<file path="src/sv/pirc_pkg.sv">
`default_nettype none

package pirc_pkg;

  localparam int unsigned COORD_WIDTH = 32;
  localparam int unsigned REL_W       = COORD_WIDTH + 1;
  localparam int unsigned PROD_W      = 2 * REL_W;
  localparam int unsigned FIFO_DEPTH  = 2;
  localparam int unsigned PTR_W       = $clog2(FIFO_DEPTH);
  localparam int unsigned CNT_W       = $clog2(FIFO_DEPTH + 1);

  typedef enum logic [1:0] {
    CLS_FIRST,
    CLS_NONE,
    CLS_CROSS,
    CLS_TEST
  } edge_cls_e;

  typedef struct packed {
    edge_cls_e               cls;
    logic                    dy_pos;
    logic                    last;
    logic signed [REL_W-1:0] x1;
    logic signed [REL_W-1:0] y1;
    logic signed [REL_W-1:0] x2;
    logic signed [REL_W-1:0] y2;
  } edge_req_t;

endpackage

`default_nettype wire

</file>
<file path="src/sv/pirc_fifo.sv">
`default_nettype none

module pirc_fifo (
  input  wire logic                 clk_i,
  input  wire logic                 rst_ni,
  input  wire logic                 push_i,
  input  wire pirc_pkg::edge_req_t  push_req_i,
  output logic                      full_o,
  input  wire logic                 pop_i,
  output logic                      valid_o,
  output pirc_pkg::edge_req_t       pop_req_o
);

  localparam int unsigned D  = pirc_pkg::FIFO_DEPTH;
  localparam int unsigned PW = pirc_pkg::PTR_W;
  localparam int unsigned CW = pirc_pkg::CNT_W;

  pirc_pkg::edge_req_t mem_q [D];
  logic [PW-1:0]       wr_ptr_q, wr_ptr_d;
  logic [PW-1:0]       rd_ptr_q, rd_ptr_d;
  logic [CW-1:0]       count_q, count_d;
  logic                do_push, do_pop;

  assign full_o    = (count_q == CW'(D));
  assign valid_o   = (count_q != '0);
  assign pop_req_o = mem_q[rd_ptr_q];
  assign do_push   = push_i && !full_o;
  assign do_pop    = pop_i && valid_o;

  always_comb begin
    wr_ptr_d = do_push ? wr_ptr_q + PW'(1) : wr_ptr_q;
    rd_ptr_d = do_pop  ? rd_ptr_q + PW'(1) : rd_ptr_q;
    count_d  = count_q;
    if (do_push && !do_pop) begin
      count_d = count_q + CW'(1);
    end else if (do_pop && !do_push) begin
      count_d = count_q - CW'(1);
    end
  end

  always_ff @(posedge clk_i) begin
    if (do_push) begin
      mem_q[wr_ptr_q] <= push_req_i;
    end
  end

  always_ff @(posedge clk_i or negedge rst_ni) begin
    if (!rst_ni) begin
      wr_ptr_q <= '0;
      rd_ptr_q <= '0;
      count_q  <= '0;
    end else begin
      wr_ptr_q <= wr_ptr_d;
      rd_ptr_q <= rd_ptr_d;
      count_q  <= count_d;
    end
  end

`ifndef ASSERT_OFF
  a_count_bound: assert property (@(posedge clk_i) disable iff (!rst_ni)
    count_q <= CW'(D))
    else $error("queue count beyond depth");
  a_no_push_full: assert property (@(posedge clk_i) disable iff (!rst_ni)
    full_o |-> !push_i)
    else $error("request pushed into full queue");
`endif

endmodule

`default_nettype wire

</file>
<file path="config.mk">
export PLATFORM = sky130hd
export DESIGN_NAME = pirc_fifo
export DESIGN_NICKNAME = d
export VERILOG_FILES = /design/src/sv/pirc_pkg.sv /design/src/sv/pirc_fifo.sv
export SDC_FILE = /design/constraint.sdc
export NUM_CORES = 1
export LEC_CHECK = 0
export BUFFER_PORTS_ARGS = -buffer_cell sky130_fd_sc_hd__buf_4
export CAP_MARGIN = 15
export CORE_MARGIN = 1
export CORE_UTILIZATION = 52
export CTS_CLUSTER_SIZE = 30
export DETAILED_ROUTE_END_ITERATION = 12
export GPL_ROUTABILITY_DRIVEN = 0
export PLACE_DENSITY = 0.79
export SLEW_MARGIN = 20
export SYNTH_ARGS = -nofsm -noshare
export SYNTH_HDL_FRONTEND = slang
export SYNTH_SLANG_ARGS = --single-unit
</file>
<file path="constraint.sdc">
create_clock -name clk_i -period 9.7 [get_ports clk_i]
set_clock_uncertainty 0.15 [all_clocks]
set_input_delay 0.97 -clock clk_i [delete_from_list [all_inputs] [get_ports clk_i]]
set_output_delay 0.97 -clock clk_i [all_outputs]
set_load 0.01 [all_outputs]
</file>
=== Word level (Yosys, flattened, before mapping) ===
Memory sizes are Yosys's and may differ from the RTL's.
Index checks and enable logic that the tools add are counted.

* Input bits: 140
* Bits in registers: 4
* Memories kept: 1
* RAM bits: 272

* Add/subtract/negate cells: 4
* Reductions and logical operators: 9
* Muxes and demuxes: 4
* Equality and inequality tests: 1

{| class="wikitable"
|+ Memories
! memory !! depth !! width !! read ports !! clocked after Yosys merged registers in !! write ports !! RTL line !! source
|-
| mem_q || 2 || 136 || 1 || 0 || 1 || pirc_fifo.sv:18 || <nowiki>pirc_pkg::edge_req_t mem_q [D];</nowiki>
|}

{| class="wikitable"
|+ Operators with widths
! cell !! number
|-
| $logic_and A1 B1 Y1 || 4
|-
| $mux W2 || 2
|-
| $reduce_bool A2 Y1 || 2
|-
| $logic_not A1 Y1 || 3
|-
| $add A1 B1 Y1 const B || 2
|-
| $add A2 B1 Y2 const B || 1
|-
| $eq A2 B2 Y1 const B || 1
|-
| $mux W1 || 2
|-
| $sub A2 B1 Y2 const B || 1
|}

=== Depth between registers and ports, before layout ===
Gate-level depths: netlist (run 1).

* Word-level depth: 7
* Gate-level depth with buffers: 7

=== Worst setup path before layout (run 1) ===
No wires, ideal clock.

* Path type: input-to-reg
* Start: in push_i
* End: mem mem_q[0][0] (netlist bit) (enable)
* Library setup time: 0.633 ns
* Slack: 2.209 ns
* Arrival: 6.708 ns
* Stages on the path: 2
* Path buffers: 0
* Path through: nand2_1 > nor2_1

* Longest elaborated chain between the ends: 3

{| class="wikitable"
|+ Ends and longest elaborated chain
! element !! RTL line !! source
|-
| start, declared || pirc_fifo.sv:6 || <nowiki>input wire logic push_i,</nowiki>
|-
| $logic_and A1 B1 Y1 || pirc_fifo.sv:27 || <nowiki>assign do_push = push_i && !full_o;</nowiki>
|-
| $mux W1 || pirc_fifo.sv:42 || <nowiki>if (do_push) begin</nowiki>
|-
| $mux W1 (not written as such) || pirc_fifo.sv:43 || <nowiki>mem_q[wr_ptr_q] <= push_req_i;</nowiki>
|-
| end, declared || pirc_fifo.sv:18 ||
|}

No other way between the ends.

==> results of run 1 <==
kinds of logic after synthesis:
group	share of synthesized area [%]
flip-flops	81.9
multiplexers	15.2
buffers and inverters	2.00
AND/OR/NAND/NOR	0.335
XOR/XNOR	0.434
adder cells (fa/ha/maj)	0.124
sequential cells by signal, summed over array words and instances, names as in the netlist:
register	count
count_q	2
mem_q	272
rd_ptr_q	1
wr_ptr_q	1
Yosys cell counts (all sizes together):
cell type,count
nor2,2
mux2,136
nand2b,1
nand2,2
ha,1
dfrtp,4
xor2,2
and3,1
xnor2,3
buf,5
inv,2
clkbuf,10
edfxtp,272
or2,1
per-stage QoR:
| step | utilization, % | std cells | total power [uW] | worst slack [ns] |
|---|---|---|---|---|
| 6_report | 70.2 | 1020 | 3990 | 5.56 |
| 5_1_grt | 70.2 | 1020 | 4160 | 5.37 |
| 4_1_cts | 70.1 | 1019 | 4030 | 5.48 |
| 3_5_place_dp | 65.4 | 968 | 2990 | 6.03 |
| 3_3_place_gp | 65.4 | 968 | 2950 | 6.09 |
| 2_1_floorplan | - | 442 | 2500 | 2.21 |
per-layer routing:
layer | part of all wire, % | GRT usage [%] | routed length, um | vias up
met5 | 0 | 0 | 0 | -
li1 | - | - | - | 2348
met2 | 51 | 32.4 | 9780 | 209
met3 | 9.1 | 6.01 | 1760 | 27
met4 | 2.2 | 6.46 | 421 | 0
met1 | 38 | 22.8 | 7290 | 2534
power by group:
group          leakage [uW]  switching [uW]  internal (uW)
sequential          0.00257             121           1630
clock              0.000441             409            623
combinational       0.00195             566            637
total               0.00497            1100           2890
worst max-delay path, stage by stage, from the launching register on:
cell and delay, ns:
dfrtp_4 1.07, buf_4 0.79, mux2_2 0.44, buf_4 0.15
worst max path at each step:
stage,endpoint,cells past startpoint,startpoint
after global placement,pop_req_o[131],3,rd_ptr_q
after floorplan,mem_q[0][0],2,push_i
after CTS,pop_req_o[131],3,rd_ptr_q
final,pop_req_o[79],3,rd_ptr_q
after detailed placement,pop_req_o[131],3,rd_ptr_q
after global routing,pop_req_o[79],3,rd_ptr_q
final cells by class:
cell class | instances | area [um^2] | area share, %
sequential | 276 | 8270 | 62.3
timing repair buffer | 282 | 2140 | 16.1
multi-input combinational | 149 | 1630 | 12.3
clock buffer | 36 | 752 | 5.67
tap | 260 | 325 | 2.45
clock inverter | 15 | 143 | 1.07
inverter | 2 | 7.51 | 0.0566
==> flow_summary.yaml, run 1 <==
timing:
  fin_crit_sh_pct: 42.7
  setup_violations: 0
  whs_ns: 0.0912
  fin_tns_setup_ns: 0
  max-slew-margin-rel_pct: 33.0
  tightest_slew_ns: 1.01
  hold_viol: 0
  fmax_mhz: 242
  rsz0062_at_grt: "no"
  period_needed_ns: 4.14
  maxSlewViolCount: 0
drt:
  via_per_inst: 5.02
  routed_wl_um: 19200
  vias: 5118
  drt_pass1_iterations: 4
  drc: 0
  drt_iter0_markers: 233
  wl_per_cell_um: 18.9
  ant_nets: 0
critical_path:
  critical_path_class: "flip-flop to primary output"
  arrival_ns: 3.02
  critPathMaxFanout: 75
  reg2reg_setup_slack_ns: 6.97
  endpoint_kind: "primary output"
  r2r-start: "count_q[0]"
  r2r-end: "mem_q[1][81]"
  start_kind: "flip-flop"
  required_ns: 8.58
  reg2regPathDepth: 4
floorplan:
  die_w_um: 141
  num_rows: 50
  core_um2: 18900
  dieArea_um2: 20000
  initial_core_util_pct: 53.4
  ioPinCount: 278
  die_y_um: 141
global_routing:
  antenna_found_initial: 0
  grt_pass1_wl_um: 28900
  track_usage_pct: 19.0
  grt_max_degree: 83
  grt_overflow: 0
  grt_pass1_vias: 5460
layout:
  antenna_cells: 0
  final_common_cell: "buf_4"
  syn_to_final_growth_pct: 31.5
  fillers: 1213
  layout_common_cells: "281 x buf_4, 272 x edfxtp_1, 136 x mux2_2"
  design_area_um2: 13300
  nets: 880
  drive_gt1_share_pct: 60.5
synthesis:
  synth_area_leaders: "edfxtp_1 81%, mux2_2 15%, clkbuf_8 1.4%, dfrtp_1 0.99%, buf_6 0.56%"
  syn_avg_cell_area_um2: 22.8
  synth_nets: 583
  yosysUniqueCellTypes: 14
  yosysTopAreaCell: "edfxtp_1"
  synth.top_cell.area_share_pct: 80.9
  seq_area_frac_synth_pct: 81.9
  syn_area_um2: 10100
  ys_warn_count: 0
  synth_seq_cells: 276
  synthesis.instances: 442
clocking:
  cts_tree: "done"
  cts-root-buf: "clkbuf_16"
  worstSkewPairLatency_ns: 0.51
  cts_buffer_depth: 3
  ctsResizeCount: 0
  cts_made_buffers: 28
  clk_pin_slew_ns: 0.06
  cts.sinks: 276
  cts_hold_buf: 0
  postCtsSetupRepairBufs: 0
  h-tree-depth: 1
placement:
  dp.final_hpwl_um: 12500
  place_area_um2: 12300
  io_buffers: 277
pwr:
  ir_drop_mv: 0.186
  leakage_uw: 0.00497
  pwr_density_cell_nw_per_um2: 301
min_path:
  min_path_type: "input pin to asynchronous set/reset pin"
job:
  cap_viol_max_count: 0
run_status:
  status: "finished, final reports clean"
No activity file was read; power rests on OpenSTA's default activity.
==> run 2: changes to the inputs <==
--- a/config.mk
+++ b/config.mk
@@ -8,11 +8,11 @@
 export BUFFER_PORTS_ARGS = -buffer_cell sky130_fd_sc_hd__buf_4
 export CAP_MARGIN = 15
 export CORE_MARGIN = 1
-export CORE_UTILIZATION = 52
+export CORE_UTILIZATION = 47
 export CTS_CLUSTER_SIZE = 30
 export DETAILED_ROUTE_END_ITERATION = 12
 export GPL_ROUTABILITY_DRIVEN = 0
-export PLACE_DENSITY = 0.79
+export PLACE_DENSITY = 0.76
 export SLEW_MARGIN = 20
 export SYNTH_ARGS = -nofsm -noshare
 export SYNTH_HDL_FRONTEND = slang
==> constraint.sdc (replaced) <==
create_clock -name clk_i -period 3.75 [get_ports clk_i]
set_clock_uncertainty 0.15 [all_clocks]
set_input_delay 0.375 -clock clk_i [delete_from_list [all_inputs] [get_ports clk_i]]
set_output_delay 0.375 -clock clk_i [all_outputs]
set_load 0.01 [all_outputs]
==> flow_summary.yaml, run 2 (same netlist as run 1, synthesis figures left out) <==
floorplan:
  core_um2: 21000
  dieArea_um2: 22100
  ioPinCount: 278
  die_y_um: 149
  die_w_um: 149
  initial_core_util_pct: 48.0
  num_rows: 53
clocking:
  cts-root-buf: "clkbuf_16"
  ctsResizeCount: 0
  worstSkewPairLatency_ns: 0.52
  cts_made_buffers: 28
  cts_buffer_depth: 3
  clk_pin_slew_ns: 0.06
  cts_hold_buf: 137
  cts_tree: "done"
  cts.sinks: 276
  postCtsSetupRepairBufs: 0
  h-tree-depth: 1
critical_path:
  critical_path_class: "flip-flop to primary output"
  r2r-start: "count_q[0]"
  reg2regPathDepth: 4
  required_ns: 3.22
  arrival_ns: 2.55
  critPathMaxFanout: 56
  start_kind: "flip-flop"
  slowest_stage: "dfrtp_4"
  path_cells: "buf_4, mux2_2, buf_4"
  endpoint_kind: "primary output"
  setup.worst_path.start: "rd_ptr_q"
  critPathMaxStageDelay_ns: 0.92
  crit_top_cell: "buf_4"
global_routing:
  grt_pass1_vias: 6269
  grt_pass1_wl_um: 32200
  grt_max_degree: 60
  track_usage_pct: 19.0
  antenna_found_initial: 1
  grt_overflow: 0
placement:
  dp.final_hpwl_um: 12600
  io_buffers: 277
  place_area_um2: 12500
  dp.cells: 989
timing:
  tightest_slew_ns: 0.916
  hold_viol: 0
  fin_crit_sh_pct: 81.9
  period_needed_ns: 3.07
  max-slew-margin-rel_pct: 38.8
  rsz0062_at_grt: "no"
  fmax_mhz: 325
  setup_violations: 0
  fin_tns_setup_ns: 0
  maxSlewViolCount: 0
pwr:
  internal_power_uw: 7580
  ir_drop_mv: 0.496
  pwr_density_cell_nw_per_um2: 715
  clkPwrFrac_pct: 25.3
  switching_share_pct: 28.2
  power_uw: 10500
  comb_power_share_pct: 32.1
  leakage_uw: 0.00557
  seq_power_share_pct: 42.6
  p_sw_uw: 2970
layout:
  regMostFlops: "mem_q"
  fillers: 1253
  syn_to_final_growth_pct: 46.2
  final_common_cell: "buf_4"
  reg_top3: "mem_q: 272 flops, count_q: 2 flops"
  nets: 1022
  multi_input_area_um2: 1630
  design_area_um2: 14800
  drive_gt1_share_pct: 52.2
  layout_common_cells: "281 x buf_4, 272 x edfxtp_1, 137 x dlygate4sd3_1"
  layout.area.seq_um2: 8270
  layout.cells.non_filler: 1177
  largest_register_ffs: 272
drt:
  vias: 5690
  drt_pass1_iterations: 4
  wl_per_cell_um: 18.2
  drt_iter0_markers: 197
  ant_nets: 0
  via_per_inst: 4.83
  routed_wl_um: 21400
  drc: 0
min_path:
  min_from: "pop_i"
  min_path_type: "input pin to flip-flop"
  holdPathStages: 3
job:
  cap_viol_max_count: 0
run_status:
  status: "finished, final reports clean"
run 2: worst max-delay path, delay by kind of cell (launching register included):
kind	cells	cell delay, ns
flip-flops	1	0.92
buffers and inverters	2	0.64
multiplexers	1	0.40
run 2: final timing paths:
| path | endpoint | slack (ns) |
|---|---|---|
| setup / recovery | pop_req_o[116] | 0.68 |
| hold / removal | rd_ptr_q | 0.03 |
| setup reg to reg | mem_q[0][16] | 1.50 |
| hold reg to reg | count_q[1] | 0.35 |
| max in group asynchronous | rd_ptr_q | 3.27 |
| min in group asynchronous | count_q[0] | 0.06 |
run 2: final cells by class:
| class | instances | area share, % |
|---|---|---|
| Timing Repair Buffer | 424 | 24.4 |
| Clock inverter | 16 | 1.03 |
| Clock buffer | 33 | 5.02 |
| Inverter | 2 | 0.0509 |
| Multi-Input combinational cell | 149 | 11.1 |
| Sequential cell | 276 | 56.1 |
| Antenna cell | 2 | 0.0339 |
| Tap cell | 275 | 2.33 |
run 2: layer usage:
layer	global-route usage [%]	part of all wire, %
met1	21.5	38
met4	7.32	2.9
met2	34.8	53
met5	0	0
met3	4.20	6.2
run 2: power groups by stage:
stage,sequential (uW),clock [uW],combinational (uW)
after floorplan,4420,0,1950
after global placement,4520,0,3190
after detailed placement,4560,0,3260
after CTS,4500,2710,3400
after global routing,4560,2830,3580
final,4500,2660,3390
run 2: through the flow:
| stage | util [%] | setup slack [ns] | hold WS (ns) |
|---|---|---|---|
| after floorplan | - | 0.510 | -0.0706 |
| after global placement | 59.4 | 1.30 | 0.0206 |
| after detailed placement | 59.4 | 1.23 | 0.0255 |
| after CTS | 70.2 | 0.656 | 0.0149 |
| after global routing | 70.2 | 0.576 | 0.0488 |
| final | 70.2 | 0.677 | 0.0252 |
==> run 3: changes to the inputs <==
--- a/config.mk
+++ b/config.mk
@@ -8,11 +8,11 @@
 export BUFFER_PORTS_ARGS = -buffer_cell sky130_fd_sc_hd__buf_4
 export CAP_MARGIN = 15
 export CORE_MARGIN = 1
-export CORE_UTILIZATION = 47
+export CORE_UTILIZATION = 52
 export CTS_CLUSTER_SIZE = 30
 export DETAILED_ROUTE_END_ITERATION = 12
 export GPL_ROUTABILITY_DRIVEN = 0
-export PLACE_DENSITY = 0.76
+export PLACE_DENSITY = 0.79
 export SLEW_MARGIN = 20
 export SYNTH_ARGS = -nofsm -noshare
 export SYNTH_HDL_FRONTEND = slang
==> constraint.sdc (replaced) <==
create_clock -name clk_i -period 3.1 [get_ports clk_i]
set_clock_uncertainty 0.15 [all_clocks]
set_input_delay 0.31 -clock clk_i [delete_from_list [all_inputs] [get_ports clk_i]]
set_output_delay 0.31 -clock clk_i [all_outputs]
set_load 0.01 [all_outputs]
==> flow_summary.yaml, run 3 (same netlist as run 1, synthesis figures left out) <==
run_status:
  status: "finished, final reports clean"
pwr:
  seq_power_share_pct: 42.7
  comb_power_share_pct: 32.6
  leakage_uw: 0.00555
  p_sw_uw: 3620
  power_uw: 12700
  switching_share_pct: 28.4
  clkPwrFrac_pct: 24.7
  ir_drop_mv: 0.717
  pwr_density_cell_nw_per_um2: 867
  internal_power_uw: 9120
drt:
  route.met3.wl_um: 1710
  via_per_inst: 5.02
  drt_pass1_iterations: 6
  ant_nets: 0
  routed_wl_um: 23400
  wl_per_cell_um: 20.2
  vias: 5823
  drc: 0
  dr.max_layer_used: "met4"
  m1WireLength_um: 8510
  wl_met2_um: 12400
  drt_iter0_markers: 293
layout:
  layout_common_cells: "280 x buf_4, 272 x edfxtp_1, 140 x dlygate4sd3_1"
  syn_to_final_growth_pct: 45.6
  reg_top3: "mem_q: 272 flops, count_q: 2 flops"
  nets: 1021
  layout.cells.non_filler: 1160
  largest_register_ffs: 272
  fillers: 956
  final_common_cell: "buf_4"
  drive_gt1_share_pct: 51.3
  regMostFlops: "mem_q"
global_routing:
  grt_pass1_vias: 6526
  grt_overflow: 0
  grt_pass1_wl_um: 34900
  track_usage_pct: 23.3
  antenna_found_initial: 1
  grt_max_degree: 96
timing:
  rsz0062_at_grt: "no"
  hold_viol: 0
  max-slew-margin-rel_pct: 63.0
  fin_tns_setup_ns: 0
  period_needed_ns: 2.75
  fin_crit_sh_pct: 88.6
  fmax_mhz: 364
  fin_ws_ns: 0.355
  maxSlewViolCount: 0
  tightest_slew_ns: 0.555
  setup_violations: 0
floorplan:
  num_rows: 50
  die_y_um: 141
  initial_core_util_pct: 53.4
  die_w_um: 141
  ioPinCount: 278
  dieArea_um2: 20000
  core_um2: 18900
placement:
  io_buffers: 277
  dp.final_hpwl_um: 12800
  post-place-ws_ns: 0.907
  dp.cells: 971
clocking:
  clk_pin_slew_ns: 0.06
  cts-root-buf: "clkbuf_16"
  cts.sinks: 276
  cts_tree: "done"
  cts_made_buffers: 27
  h-tree-depth: 1
  cts_buffer_depth: 3
  worstSkewPairLatency_ns: 0.52
critical_path:
  critPathMaxFanout: 37
  arrival_ns: 2.29
  critical_path_class: "flip-flop to primary output"
  required_ns: 2.64
  start_kind: "flip-flop"
  endpoint_kind: "primary output"
job:
  cap_viol_max_count: 0
min_path:
  min_path_type: "input pin to flip-flop"
[run 3: changes by cell type in the layout (fill, tap and decap cells not counted), sizes merged]
cell,change
buf,-3
clkbuf,+8
clkinv,-5
clkinvlp,-4
diode,-1
dlygate4sd3,+3
[run 3: critical path, stage by stage (launching register included)]
cell and delay [ns]:
dfrtp_4 0.76, buf_4 0.43, mux2_2 0.40, buf_4 0.15
[run 3: repair_timing]
action | 4_1_cts | 5_1_grt
buffers inserted | 0 | 0
resized for setup | 0 | 0
hold endpoints to repair | 278 | 0
hold buffers | 140 | 0
[run 3: final cells by class]
cell class | count | area [um^2] | area share (%)
inverter | 2 | 7.51 | 0.0511
clock inverter | 7 | 90.1 | 0.613
clock buffer | 41 | 758 | 5.16
sequential | 276 | 8270 | 56.3
antenna | 1 | 2.50 | 0.0170
timing repair buffer | 424 | 3580 | 24.4
tap | 260 | 325 | 2.21
multi-input combinational | 149 | 1650 | 11.2
[run 3: per-layer routing]
metal	global-route usage, %	vias up
met4	9.10	0
met5	0	-
met2	43.0	264
met1	25.7	2862
li1	-	2640
met3	5.77	57
[run 3: path summary, 6_finish.rpt]
path	startpoint	end	slack [ns]	cells after the start
worst max-delay path	rd_ptr_q	pop_req_o[73]	0.35	3
worst min-delay path	push_req_i[36]	mem_q[1][36]	0.36	2
worst max register to register	count_q[0]	mem_q[1][38]	1.06	3
worst min register to register	count_q[0]	count_q[0]	0.40	1
max in group asynchronous	rst_ni	rd_ptr_q	2.03	3
min in group asynchronous	rst_ni	wr_ptr_q	0.56	3
[run 3: power groups by stage]
stage,sequential [uW],clock (uW),combinational [uW]
after floorplan,5350,0,2370
after global placement,5440,0,3850
after detailed placement,5490,0,3940
after CTS,5420,3160,4120
after global routing,5510,3330,4390
final,5440,3150,4160
[run 3: metrics by stage]
stage	utilization, %	hold WS (ns)	cell area [um^2]
3_5_place_dp	65.8	-0.0362	12400
6_report	77.7	0.365	14700
4_1_cts	77.7	0.339	14700
3_3_place_gp	65.8	-0.0432	12400
5_1_grt	77.7	0.350	14700
2_1_floorplan	-	-0.136	10100
